--- src/rmq_pkg.sv ---
// ----------------------------------------------------------------------------
// Rotation matrix to quaternion: shared definitions
// Field widths, branch codes and the side data that travels with the root.
// ----------------------------------------------------------------------------
package rmq_pkg;

    localparam int FRAC_BITS_DEF = 14;
    localparam int ELEM_W        = 16;
    localparam int MAG_W         = 17;
    localparam int QUO_W         = 17;
    localparam int OUT_W         = 16;

    // Component taken from the square root.
    localparam logic [1:0] SEL_X = 2'd0;
    localparam logic [1:0] SEL_Y = 2'd1;
    localparam logic [1:0] SEL_Z = 2'd2;
    localparam logic [1:0] SEL_W = 2'd3;

    typedef struct packed {
        logic [1:0]       sel;
        logic [2:0]       neg;
        logic [MAG_W-1:0] mag_a;
        logic [MAG_W-1:0] mag_b;
        logic [MAG_W-1:0] mag_c;
    } side_t;

endpackage

--- src/rmq_sqrt.sv ---
// ----------------------------------------------------------------------------
// Pipelined integer square root
// One result bit per stage; side data and a valid bit travel alongside.
// ----------------------------------------------------------------------------
module rmq_sqrt
    import rmq_pkg::*;
#(
    parameter int RAD_W = 33
)
(
    input  logic                       clk,
    input  logic                       rst_n,
    input  logic                       in_valid,
    input  logic [RAD_W-1:0]           radicand,
    input  side_t                      in_side,
    output logic                       out_valid,
    output logic [(RAD_W+1)/2-1:0]     root,
    output side_t                      out_side
);

    localparam int ROOT_W = (RAD_W + 1) / 2;
    localparam int PAD_W  = 2 * ROOT_W;
    localparam int REM_W  = ROOT_W + 3;

    logic [ROOT_W-1:0] vld_reg;
    logic [REM_W-1:0]  rem_reg  [ROOT_W];
    logic [ROOT_W-1:0] res_reg  [ROOT_W];
    logic [PAD_W-1:0]  rad_reg  [ROOT_W];
    side_t             side_reg [ROOT_W];

    logic [REM_W-1:0]  rem_in   [ROOT_W];
    logic [ROOT_W-1:0] res_in   [ROOT_W];
    logic [PAD_W-1:0]  rad_in   [ROOT_W];
    logic [REM_W-1:0]  shl      [ROOT_W];
    logic [REM_W-1:0]  trial    [ROOT_W];
    logic [REM_W-1:0]  rem_next [ROOT_W];
    logic [ROOT_W-1:0] res_next [ROOT_W];

    generate
        for (genvar g = 0; g < ROOT_W; g++) begin : g_stage
            if (g == 0) begin : g_first
                assign rem_in[g] = '0;
                assign res_in[g] = '0;
                assign rad_in[g] = PAD_W'(radicand);
            end
            else begin : g_rest
                assign rem_in[g] = rem_reg[g-1];
                assign res_in[g] = res_reg[g-1];
                assign rad_in[g] = rad_reg[g-1];
            end

            // Remainder stays below 2*root+1, so its top two bits are free.
            assign shl[g]   = {rem_in[g][REM_W-3:0], rad_in[g][PAD_W-1 -: 2]};
            assign trial[g] = {1'b0, res_in[g], 2'b01};

            always_comb
            begin
                if (shl[g] >= trial[g])
                begin
                    rem_next[g] = shl[g] - trial[g];
                    res_next[g] = {res_in[g][ROOT_W-2:0], 1'b1};
                end
                else
                begin
                    rem_next[g] = shl[g];
                    res_next[g] = {res_in[g][ROOT_W-2:0], 1'b0};
                end
            end

            always_ff @(posedge clk or negedge rst_n)
            begin
                if (!rst_n)
                begin
                    vld_reg[g] <= 1'b0;
                end
                else
                begin
                    vld_reg[g] <= (g == 0) ? in_valid : vld_reg[(g == 0) ? 0 : g-1];
                end
            end

            always_ff @(posedge clk)
            begin
                rem_reg[g]  <= rem_next[g];
                res_reg[g]  <= res_next[g];
                rad_reg[g]  <= rad_in[g] << 2;
                side_reg[g] <= (g == 0) ? in_side : side_reg[(g == 0) ? 0 : g-1];
            end
        end
    endgenerate

    assign out_valid = vld_reg[ROOT_W-1];
    assign root      = res_reg[ROOT_W-1];
    assign out_side  = side_reg[ROOT_W-1];

endmodule

--- config.mk ---
export PLATFORM = sky130hd
export DESIGN_NAME = rmq_sqrt
export DESIGN_NICKNAME = d
export VERILOG_FILES = /design/src/rmq_pkg.sv /design/src/rmq_sqrt.sv
export SDC_FILE = /design/constraint.sdc
export NUM_CORES = 1
export LEC_CHECK = 0
export BUFFER_PORTS_ARGS = -buffer_cell sky130_fd_sc_hd__buf_2
export CAP_MARGIN = 25
export CORE_MARGIN = 3
export CORE_UTILIZATION = 59
export DETAILED_ROUTE_END_ITERATION = 6
export PLACE_DENSITY = 0.85
export SLEW_MARGIN = 0
export SYNTH_ARGS = -nofsm -noshare
export SYNTH_HDL_FRONTEND = slang
export SYNTH_SLANG_ARGS = --single-unit
--- constraint.sdc ---
create_clock -name clk -period 3.7 [get_ports clk]
set_clock_uncertainty 0.05 [all_clocks]
set_input_delay 0.74 -clock clk [delete_from_list [all_inputs] [get_ports clk]]
set_output_delay 0.74 -clock clk [all_outputs]
set_load 0.05 [all_outputs]
==> key figures <==
STA
  • FMAX: 0.316 GHz
  • Setup TNS: 0 ps
  • Ratio of final minimum period to clock period: 85.6%
  • RSZ-0062 raised after global routing: no
  • Post-layout minimum cycle time: 3170 ps
  • Final setup vio count: 0
  • Slew margin rel.: 47.4%
  • Final Worst Setup Slack: 533 ps
  • Hold Slack: 46.5 ps
  • Hold Fails Final Rpt: 0
  • Final Slew Violations: 0
  • Worst-margin pin slew: 781 ps

Routing
  • DRT Pass-1 Iters: 6
  • DRT iter0 DRCs: 1131
  • Total number of vias: 23700
  • Antenna-violating nets left: 0
  • Wire per inst: 15.7 um
  • Post-Route WL: 74700 um
  • DRC: 0
  • Vias per cell: 4.97

Synth
  • Syn Nets: 3663
  • Synthesized area per cell: 13.1 um2
  • Mapped cell area: 44600 um2
  • Commonest register cell after synthesis: dfxtp_1
  • Ys async rst share: 1.03%
  • Unique masters post-synth: 72
  • EDFF count, synth: 0
  • Seq cells post-synth: 1658
  • Seq/Total Area, Yosys: 74.6%
  • Synthesized instance count: 3401
  • Count of warnings emitted by yosys: 0

GRT
  • Gr usage total: 19.1%
  • Vias in the first global route: 24600
  • Largest net degree at the start of global routing: 31
  • First-pass GRT wire length: 120000 um
  • Remaining global-route overflow: 0
  • Initial antenna violation count: 1

Pwr
  • PwrDens: 782 nW/um2
  • Worst IR Drop VDD: 0.512 mV
  • Static leakage: 23.2 nW

Clocking
  • Clock-pin slew on the worst setup and hold paths: 70 ps
  • Skew-Pair Late Insertion Delay: 720 ps
  • CTS tree: built
  • H-tree depth: 4
  • CTS Buf Count: 150
  • Post-CTS Setup Bufs: 0
  • Root Driver: clkbuf_16
  • Maximum clock insertion buffer count: 3
  • CTS sink cnt: 1658

Critical path
  • Critical Path AT: 3730 ps
  • CP required: 4260 ps
  • Setup CP Type: reg2reg
  • Slowest cell on the critical path: or4_1
  • CP Cell Sequence: inv_1 -> ha_1 -> nor2b_1 -> o311ai_1 -> a21oi_1 -> or4_1 -> o21bai_1 -> a21oi_4 -> buf_4 -> mux2_2
  • Critical path startpoint category: flip-flop
  • Reg2Reg Depth: 10
  • Crit Path Max Fanout: 11
  • CP endpoint kind: flip-flop
  • CP peak stage delay: 550 ps

Layout
  • Antenna Cells: 0
  • Final #Nets: 3933
  • Max reg flops: 952
  • Fin area: 51700 um2
  • Final Util: 69.2%
  • Layout cells sized above 1: 12.4%
  • Layout area overhead: 15.9%

Job
  • Max-cap violation count: 0

Floorplanning
  • Die height: 281 um
  • Row cnt: 100
  • DIE AREA: 78900 um2
  • Io pins: 166
  • Width of the die: 281 um
  • Initial Util: 59.7%
  • Core Box Area: 74700 um2

Placed design
  • Dpl ws: 547 ps
  • GPL Wtd Cong: 0.886
  • Port-buffer cells: 165
  • Dpl cell area: 46200 um2
  • Dpl hpwl: 44000 um

Hold path
  • Worst hold stages: 1
  • Hold crit path type: in2reg

Status
  • Status: finished, final reports clean
-- through the flow --
step                std cells  power (mW)
global route             4762        42.2
global placement         4464        24.6
CTS                      4761        40.8
detailed placement       4464        24.8
finish                   4762        40.4
floorplan                3401        23.8
-- final timing paths --
check | from | end | slack (ps)
worst max register to register | res_reg[0][238]$_DFF_P_ | rem_reg[0][304]$_DFF_P_ | 530
worst min register to register | rad_reg[0][279]$_DFF_P_ | rad_reg[0][313]$_DFF_P_ | 240
worst min-delay path | in_side[15] | side_reg[0][15]$_DFF_P_ | 50
worst max-delay path | res_reg[0][238]$_DFF_P_ | rem_reg[0][304]$_DFF_P_ | 530
min in group asynchronous | rst_n | vld_reg[2]$_DFF_PN0_ | 410
max in group asynchronous | rst_n | out_valid$_DFF_PN0_ | 2890
-- Yosys cell counts (all sizes together) (3+ instances only) --
master	instances	area, um2
nor4b	3	32.5
ha	170	2130
a21o	28	210
a2111oi	12	106
a211o	6	52.6
dfxtp	1641	32900
a21oi	136	692
dfrtp	17	425
nand2b	22	138
o21bai	10	75.1
nand2	150	563
mux2	35	394
xnor2	101	885
nand4	19	119
nor2	157	589
mux2i	7	70.1
and3	7	43.8
a2111o	3	33.8
and2	6	37.5
o21ai	139	696
nand3	34	175
nor3	61	305
xor2	99	867
buf	60	445
a31oi	9	56.3
nor2b	17	106
nor4	34	219
nor3b	7	52.6
a211oi	20	150
and4	3	26.3
o31a	8	70.1
nand3b	6	45.0
o21a	31	233
or2	11	68.8
or3	25	156
clkbuf	26	97.6
o211ai	19	143
inv	202	758
nand4b	4	35.0
o31ai	9	67.6
or4	15	116
-- cells in the final DEF, fill, tap and decap left out, types with 15 or more instances in the layout --
cell | synthesis | final
dfxtp_1 | 1641 | 1641
inv_1 | 202 | 202
ha_1 | 170 | 170
buf_2 | 2 | 165
nor2_1 | 157 | 157
clkbuf_16 | 0 | 151
nand2_1 | 150 | 150
o21ai_0 | 138 | 138
a21oi_1 | 135 | 135
xnor2_1 | 101 | 101
xor2_1 | 99 | 99
nor3_1 | 61 | 61
clkbuf_1 | 26 | 39
mux2_2 | 35 | 35
nor4_1 | 33 | 33
nand3_1 | 33 | 33
o21a_1 | 31 | 31
clkbuf_8 | 0 | 29
a21o_1 | 28 | 28
or3_1 | 25 | 25
dlygate4sd3_1 | 0 | 24
nand2b_1 | 22 | 22
clkinv_2 | 0 | 20
nand4_1 | 19 | 19
a211oi_1 | 20 | 19
o211ai_1 | 19 | 19
nor2b_1 | 17 | 17
dfrtp_1 | 17 | 17
buf_4 | 56 | 15
-- final cells by class --
type / count / area [um2]
sequential: 1658 / 33300
multi-input combinational: 1454 / 10000
inverter: 203 / 762
timing repair buffer: 204 / 1180
fill: 4954 / 23000
clock buffer: 219 / 4320
clock inverter: 55 / 928
tap: 969 / 1210
-- logic make-up after synthesis --
group / after synthesis / synth area share [%]
compound gates: 457 / 6.32
xor+xnor: 200 / 3.93
fa+ha+maj: 170 / 4.77
buf+inv: 289 / 2.93
flops: 1658 / 74.6
mux: 42 / 1.04
other cells: 1 / 0.00841
simple gates: 584 / 6.41
-- metal layers --
metal  track usage (%)  wire length, um  vias to the layer above
li1                  -                -                    11800
met5                 0                0                        -
met3              4.50             3420                      249
met4              10.4             3790                        0
met2              36.6            40000                      666
met1              18.9            27500                    11000
-- power breakdown --
part | total (mW) | switching, mW | internal [mW]
combinational | 3.96 | 2.16 | 1.80
sequential | 20.7 | 0.998 | 19.7
clock | 15.8 | 6.66 | 9.12
-- critical path: cells and delay by family, from the launching register on --
family | cells | cell delay, ps
AO/OA/AOI/OAI | 4 | 1010
adder cells (fa/ha/maj) | 1 | 330
buffers and inverters | 2 | 260
flip-flops | 1 | 320
multiplexers | 1 | 350
AND/OR/NAND/NOR | 2 | 720
-- timing repair --
action                                 CTS  global route
setup endpoints to repair                0             0
gates resized for setup                  0             0
endpoints found under the hold margin   39             1
hold buffers                            23             1
No activity file was read; power rests on OpenSTA's default activity.
