==> src/rmq_pkg.sv <==
// ----------------------------------------------------------------------------
// Rotation matrix to quaternion: shared definitions
// Field widths, branch codes and the side data that travels with the root.
// ----------------------------------------------------------------------------
package rmq_pkg;

    localparam int FRAC_BITS_DEF = 14;
    localparam int ELEM_W        = 16;
    localparam int MAG_W         = 17;
    localparam int QUO_W         = 17;
    localparam int OUT_W         = 16;

    // Component taken from the square root.
    localparam logic [1:0] SEL_X = 2'd0;
    localparam logic [1:0] SEL_Y = 2'd1;
    localparam logic [1:0] SEL_Z = 2'd2;
    localparam logic [1:0] SEL_W = 2'd3;

    typedef struct packed {
        logic [1:0]       sel;
        logic [2:0]       neg;
        logic [MAG_W-1:0] mag_a;
        logic [MAG_W-1:0] mag_b;
        logic [MAG_W-1:0] mag_c;
    } side_t;

endpackage

==> src/rmq_div.sv <==
// ----------------------------------------------------------------------------
// Pipelined rounding divider
// Computes mag * ONE / (2 * root), rounded half away from zero, signed and
// saturated to 16 bits. One quotient bit per stage.
// ----------------------------------------------------------------------------
module rmq_div
    import rmq_pkg::*;
#(
    parameter int FRAC_BITS = FRAC_BITS_DEF,
    parameter int ROOT_W    = 17
)
(
    input  logic                    clk,
    input  logic [MAG_W-1:0]        mag,
    input  logic                    neg,
    input  logic [ROOT_W-1:0]       root,
    output logic signed [OUT_W-1:0] quo
);

    localparam int N_W   = MAG_W + FRAC_BITS + 2;
    localparam int D_W   = ROOT_W + 2;
    localparam int CMP_W = ((N_W > D_W + QUO_W) ? N_W : D_W + QUO_W) + 1;
    localparam logic [QUO_W-1:0] POS_MAX = QUO_W'((1 << (OUT_W - 1)) - 1);
    localparam logic [QUO_W-1:0] NEG_MAX = QUO_W'(1 << (OUT_W - 1));

    // Index 0 holds the prepared operands; index k holds k quotient bits.
    logic [CMP_W-1:0] rem_reg  [QUO_W+1];
    logic [CMP_W-1:0] den_reg  [QUO_W+1];
    logic [QUO_W-1:0] q_reg    [QUO_W+1];
    logic             neg_reg  [QUO_W+1];
    logic             zero_reg [QUO_W+1];
    logic             ovf_reg  [QUO_W+1];
    logic signed [OUT_W-1:0] quo_reg;

    logic [CMP_W-1:0] num_w;
    logic [CMP_W-1:0] den_w;

    // (2*mag*ONE + 2*root) / (4*root) gives the rounded quotient.
    assign num_w = (CMP_W'(mag) << (FRAC_BITS + 1)) + (CMP_W'(root) << 1);
    assign den_w = CMP_W'(root) << 2;

    always_ff @(posedge clk)
    begin
        rem_reg[0]  <= num_w;
        den_reg[0]  <= den_w;
        q_reg[0]    <= '0;
        neg_reg[0]  <= neg;
        zero_reg[0] <= (root == '0);
        ovf_reg[0]  <= (num_w >= (den_w << QUO_W));
    end

    generate
        for (genvar k = 1; k <= QUO_W; k++) begin : g_bit
            logic [CMP_W-1:0] shifted;
            logic             take;

            assign shifted = den_reg[k-1] << (QUO_W - k);
            assign take    = (rem_reg[k-1] >= shifted);

            always_ff @(posedge clk)
            begin
                rem_reg[k]  <= take ? (rem_reg[k-1] - shifted) : rem_reg[k-1];
                den_reg[k]  <= den_reg[k-1];
                q_reg[k]    <= {q_reg[k-1][QUO_W-2:0], take};
                neg_reg[k]  <= neg_reg[k-1];
                zero_reg[k] <= zero_reg[k-1];
                ovf_reg[k]  <= ovf_reg[k-1];
            end
        end
    endgenerate

    always_ff @(posedge clk)
    begin
        priority if (zero_reg[QUO_W])
        begin
            quo_reg <= '0;
        end
        else if (neg_reg[QUO_W])
        begin
            if (ovf_reg[QUO_W] || (q_reg[QUO_W] > NEG_MAX))
                quo_reg <= OUT_W'(NEG_MAX);
            else
                quo_reg <= OUT_W'(-q_reg[QUO_W]);
        end
        else
        begin
            if (ovf_reg[QUO_W] || (q_reg[QUO_W] > POS_MAX))
                quo_reg <= OUT_W'(POS_MAX);
            else
                quo_reg <= OUT_W'(q_reg[QUO_W]);
        end
    end

    assign quo = quo_reg;

endmodule

==> config.mk <==
export PLATFORM = sky130hd
export DESIGN_NAME = rmq_div
export DESIGN_NICKNAME = d
export VERILOG_FILES = /design/src/rmq_pkg.sv /design/src/rmq_div.sv
export SDC_FILE = /design/constraint.sdc
export NUM_CORES = 2
export LEC_CHECK = 0
export BUFFER_PORTS_ARGS = -buffer_cell sky130_fd_sc_hd__buf_2
export CORE_MARGIN = 2
export CORE_UTILIZATION = 50
export DETAILED_ROUTE_END_ITERATION = 10
export PLACE_DENSITY = 0.68
export SLEW_MARGIN = 10
export SYNTH_ARGS = -nofsm -noshare
export SYNTH_HDL_FRONTEND = slang
export SYNTH_SLANG_ARGS = --single-unit
==> constraint.sdc <==
create_clock -name clk -period 4 [get_ports clk]
set_input_delay 0.8 -clock clk [delete_from_list [all_inputs] [get_ports clk]]
set_output_delay 0.8 -clock clk [all_outputs]
set_load 0.01 [all_outputs]
==> key figures <==
STA
  • Setup TNS: 0 ns
  • Post-layout min period: 3.69 ns
  • Setup slack after layout: 0.305 ns
  • Final Skew: 0.0291 ns
  • RSZ-0062 raised after global routing: no
  • Final setup vio count: 0
  • Max Clock Freq: 0.271 GHz
  • Slew margin rel.: 26.5%
  • Tcrit/Tclk final: 92.4%
  • Final Hold Slack: 0.249 ns
  • Least-Margin Pin Slew: 1.10 ns
  • Slew Viols, Final: 0
  • Final Hold Fails: 0

Place
  • Dpl cells: 5401
  • Port bufs: 51
  • DP HPWL: 67000 um
  • Pre-CTS WS: -0.281 ns
  • Gp weighted congestion: 0.918

CTS
  • Post-CTS sizing: 0
  • CTS tree: yes
  • Clock buffer depth: 3
  • Cts bufs inserted: 95
  • H-tree depth: 3
  • Cts hold-fix bufs: 0
  • Post-CTS setup buffers: 0
  • Clock slew at reported path FFs: 0.06 ns
  • Skew-Pair Late Insertion Delay: 0.67 ns
  • CTS root buffer: clkbuf_16
  • Clock Sinks: 960

Power and ir drop
  • Sw Share: 35.1%
  • Flop pwr share: 38.2%
  • Net Switching: 12900 uW
  • Clock network fraction of design power: 25.3%
  • Int Pwr: 23800 uW
  • Peak supply drop: 0.000445 V
  • Logic pwr share: 36.4%
  • P per Cell Area: 797 nW/um^2
  • Leakage: 0.0202 uW

Floorplanning
  • IO Pins: 52
  • Core Region: 80800 sq um
  • Area of the die: 84200 sq um
  • Die H: 290 um
  • # rows: 104
  • Die Wd: 290 um
  • Starting density of the core: 50.7%

Job
  • Max cap viols: 0

Route
  • Number of routed nets with antenna violations: 0
  • Vias/cell: 5.34
  • Starting DRT DRC Count: 1908
  • Residual DRC count: 0
  • DR pass1 iterations: 5
  • Total number of vias: 29812
  • DR WL/cell: 15.6 um
  • DRT Wirelength: 87000 um

Yosys
  • Post-Synth Adder-Cell Area: 10.2%
  • Synth Cell Area: 40900 sq um
  • Simple-gate area share of the yosys netlist: 14.7%
  • Synth Flop Type: dfxtp_1
  • Post-Synth XOR/XNOR Area: 7.66%
  • Post-synth ARST share: 0%
  • Main combinational cell family by area after synthesis: compound AO/OA/AOI/OAI gates
  • Post-Syn Nets: 4685
  • Library cells used by synthesis: 79
  • Multiplexer share of the synthesized area: 1.36%
  • Yosys reg bits: 960
  • YS warnings: 0
  • Post-synth EDFFs: 0
  • Gate Count Post-Synth: 4327
  • Post-synthesis sequential area ratio: 46.9%
  • Compound-Gate Fraction of Synth Area: 15.0%
  • Syn avg cell area: 9.46 sq um

Critical path
  • Crit path to: ovf_reg[0]$_DFF_P_
  • Worst EP required: 4.53 ns
  • Worst path max stage delay: 0.50 ns
  • Cells on worst reg2reg path: 11
  • Reg2Reg Setup Slack: 0.39 ns
  • Slowest-stage cell, CP: or4_1
  • CP Launch Type: primary input
  • Reg2reg start: rem_reg[10][8]$_DFF_P_
  • Worst Setup SP: root[14]
  • RR Endpoint: rem_reg[11][34]$_DFF_P_
  • Crit end category: register
  • Worst setup path category: primary input to register
  • Critical path data arrival time: 4.23 ns
  • Crit-path cells: buf_2, ha_1, fa_1, a21oi_1, buf_4, nor2_1, nand2_1, xnor2_1, ha_1, nand4_1, or4_1, or4_1, o221ai_1, nand4_1, a2111oi_0
  • CP Max Fanout: 3

Finish
  • Max FFs per register: 571
  • N_diodes: 0
  • Layout area overhead: 12.3%
  • Final std cells w/o fill: 5578
  • Share of layout cells above drive strength 1: 7.92%
  • Post-layout util: 56.9%
  • Nets: 4796
  • Fill cells: 7051

Min path
  • Hold_sp: neg
  • Hold Crit Class: primary input to register

Global routing
  • Grt ovf: 0
  • Antenna violations before repair: 1
  • Largest net degree at the start of global routing: 37
  • Vias in the first global route: 29259
  • First-pass GRT wire length: 144000 um
  • GR Util All Layers: 20.5%

Run status
  • Status: finished clean
## how the worst min path moves through the flow
stage | endpoint | slack [ns] | depth (start not counted)
floorplan | neg_reg[10]$_DFF_P_ | 0.31 | 0
global placement | ovf_reg[8]$_DFF_P_ | 0.31 | 0
detailed placement | neg_reg[11]$_DFF_P_ | 0.31 | 0
CTS | neg_reg[0]$_DFF_P_ | 0.22 | 1
global route | neg_reg[0]$_DFF_P_ | 0.22 | 1
finish | neg_reg[0]$_DFF_P_ | 0.25 | 1
## logic make-up after synthesis
group,count (synthesis)
simple gates,1198
buf+inv,449
xor+xnor,358
fa+ha+maj,322
compound gates,990
mux,50
flops,960
## power by group through the flow
stage | Clock, uW | Combinational, uW | Sequential [uW]
after floorplan | 0 | 10600 | 13500
after global placement | 0 | 13100 | 14200
after detailed placement | 0 | 13200 | 14200
after CTS | 9490 | 13300 | 14000
after global routing | 9870 | 15000 | 14300
final | 9270 | 13300 | 14000
## final cells by class
cell class | count | area, sq um | share of cell area (%)
Multi-Input combinational cell | 2918 | 20100 | 43.7
Sequential cell | 960 | 19200 | 41.8
Clock buffer | 126 | 2680 | 5.82
Inverter | 369 | 1390 | 3.01
Tap cell | 1060 | 1330 | 2.89
Clock inverter | 51 | 683 | 1.49
Timing Repair Buffer | 94 | 591 | 1.28
## through the flow
stage                     power, uW  cell area, sq um
after floorplan               24100             40900
after global placement        27200             42600
after detailed placement      27400             42600
after CTS                     36800             46000
after global routing          39200             46000
final                         36600             46000
## layout by cell type (no fill, tap or decap), drive strengths merged, types with 55 or more instances in the layout
cell,instances
nand2b,68
xor2,175
clkbuf,126
inv,377
nand4,55
ha,305
nor3,98
buf,94
nor4,65
xnor2,183
a21o,94
a21oi,280
o21a,65
dfxtp,960
nor2,298
o21ai,281
nand2,300
nand3,67
## layer usage
metal / GRT usage (%) / up-vias / share of wire, % / routed length [um]
met3: 3.03 / 220 / 4.1 / 3600
met4: 9.24 / 0 / 4.5 / 3890
li1: - / 15285 / - / -
met1: 25.2 / 13668 / 45 / 38800
met2: 35.5 / 639 / 47 / 40700
met5: 0 / - / 0 / 0
## worst max-delay path: cells and delay by family
kind	cells	cell delay, ns
xor+xnor	1	0.09
buf+inv	2	0.28
simple gates	6	1.31
compound gates	3	0.84
fa+ha+maj	3	0.90
## cell usage after synthesis (all sizes together), types with 28 or more instances
| cell type | number | area [sq um] |
|---|---|---|
| xnor2 | 183 | 1600 |
| a21oi | 280 | 1400 |
| nor2b | 49 | 307 |
| nor3 | 98 | 490 |
| a211oi | 34 | 255 |
| o21a | 65 | 488 |
| or3 | 41 | 267 |
| a21o | 94 | 706 |
| or2 | 28 | 178 |
| o21ai | 281 | 1410 |
| clkbuf | 72 | 270 |
| nand3 | 67 | 335 |
| nand4 | 55 | 344 |
| a31oi | 33 | 206 |
| nor4 | 65 | 407 |
| nor2 | 298 | 1120 |
| ha | 305 | 3820 |
| inv | 368 | 1380 |
| mux2 | 45 | 507 |
| o31ai | 41 | 308 |
| nand2b | 68 | 425 |
| nand2 | 300 | 1130 |
| dfxtp | 960 | 19200 |
| xor2 | 175 | 1530 |
(Power assumes the default switching activity.)
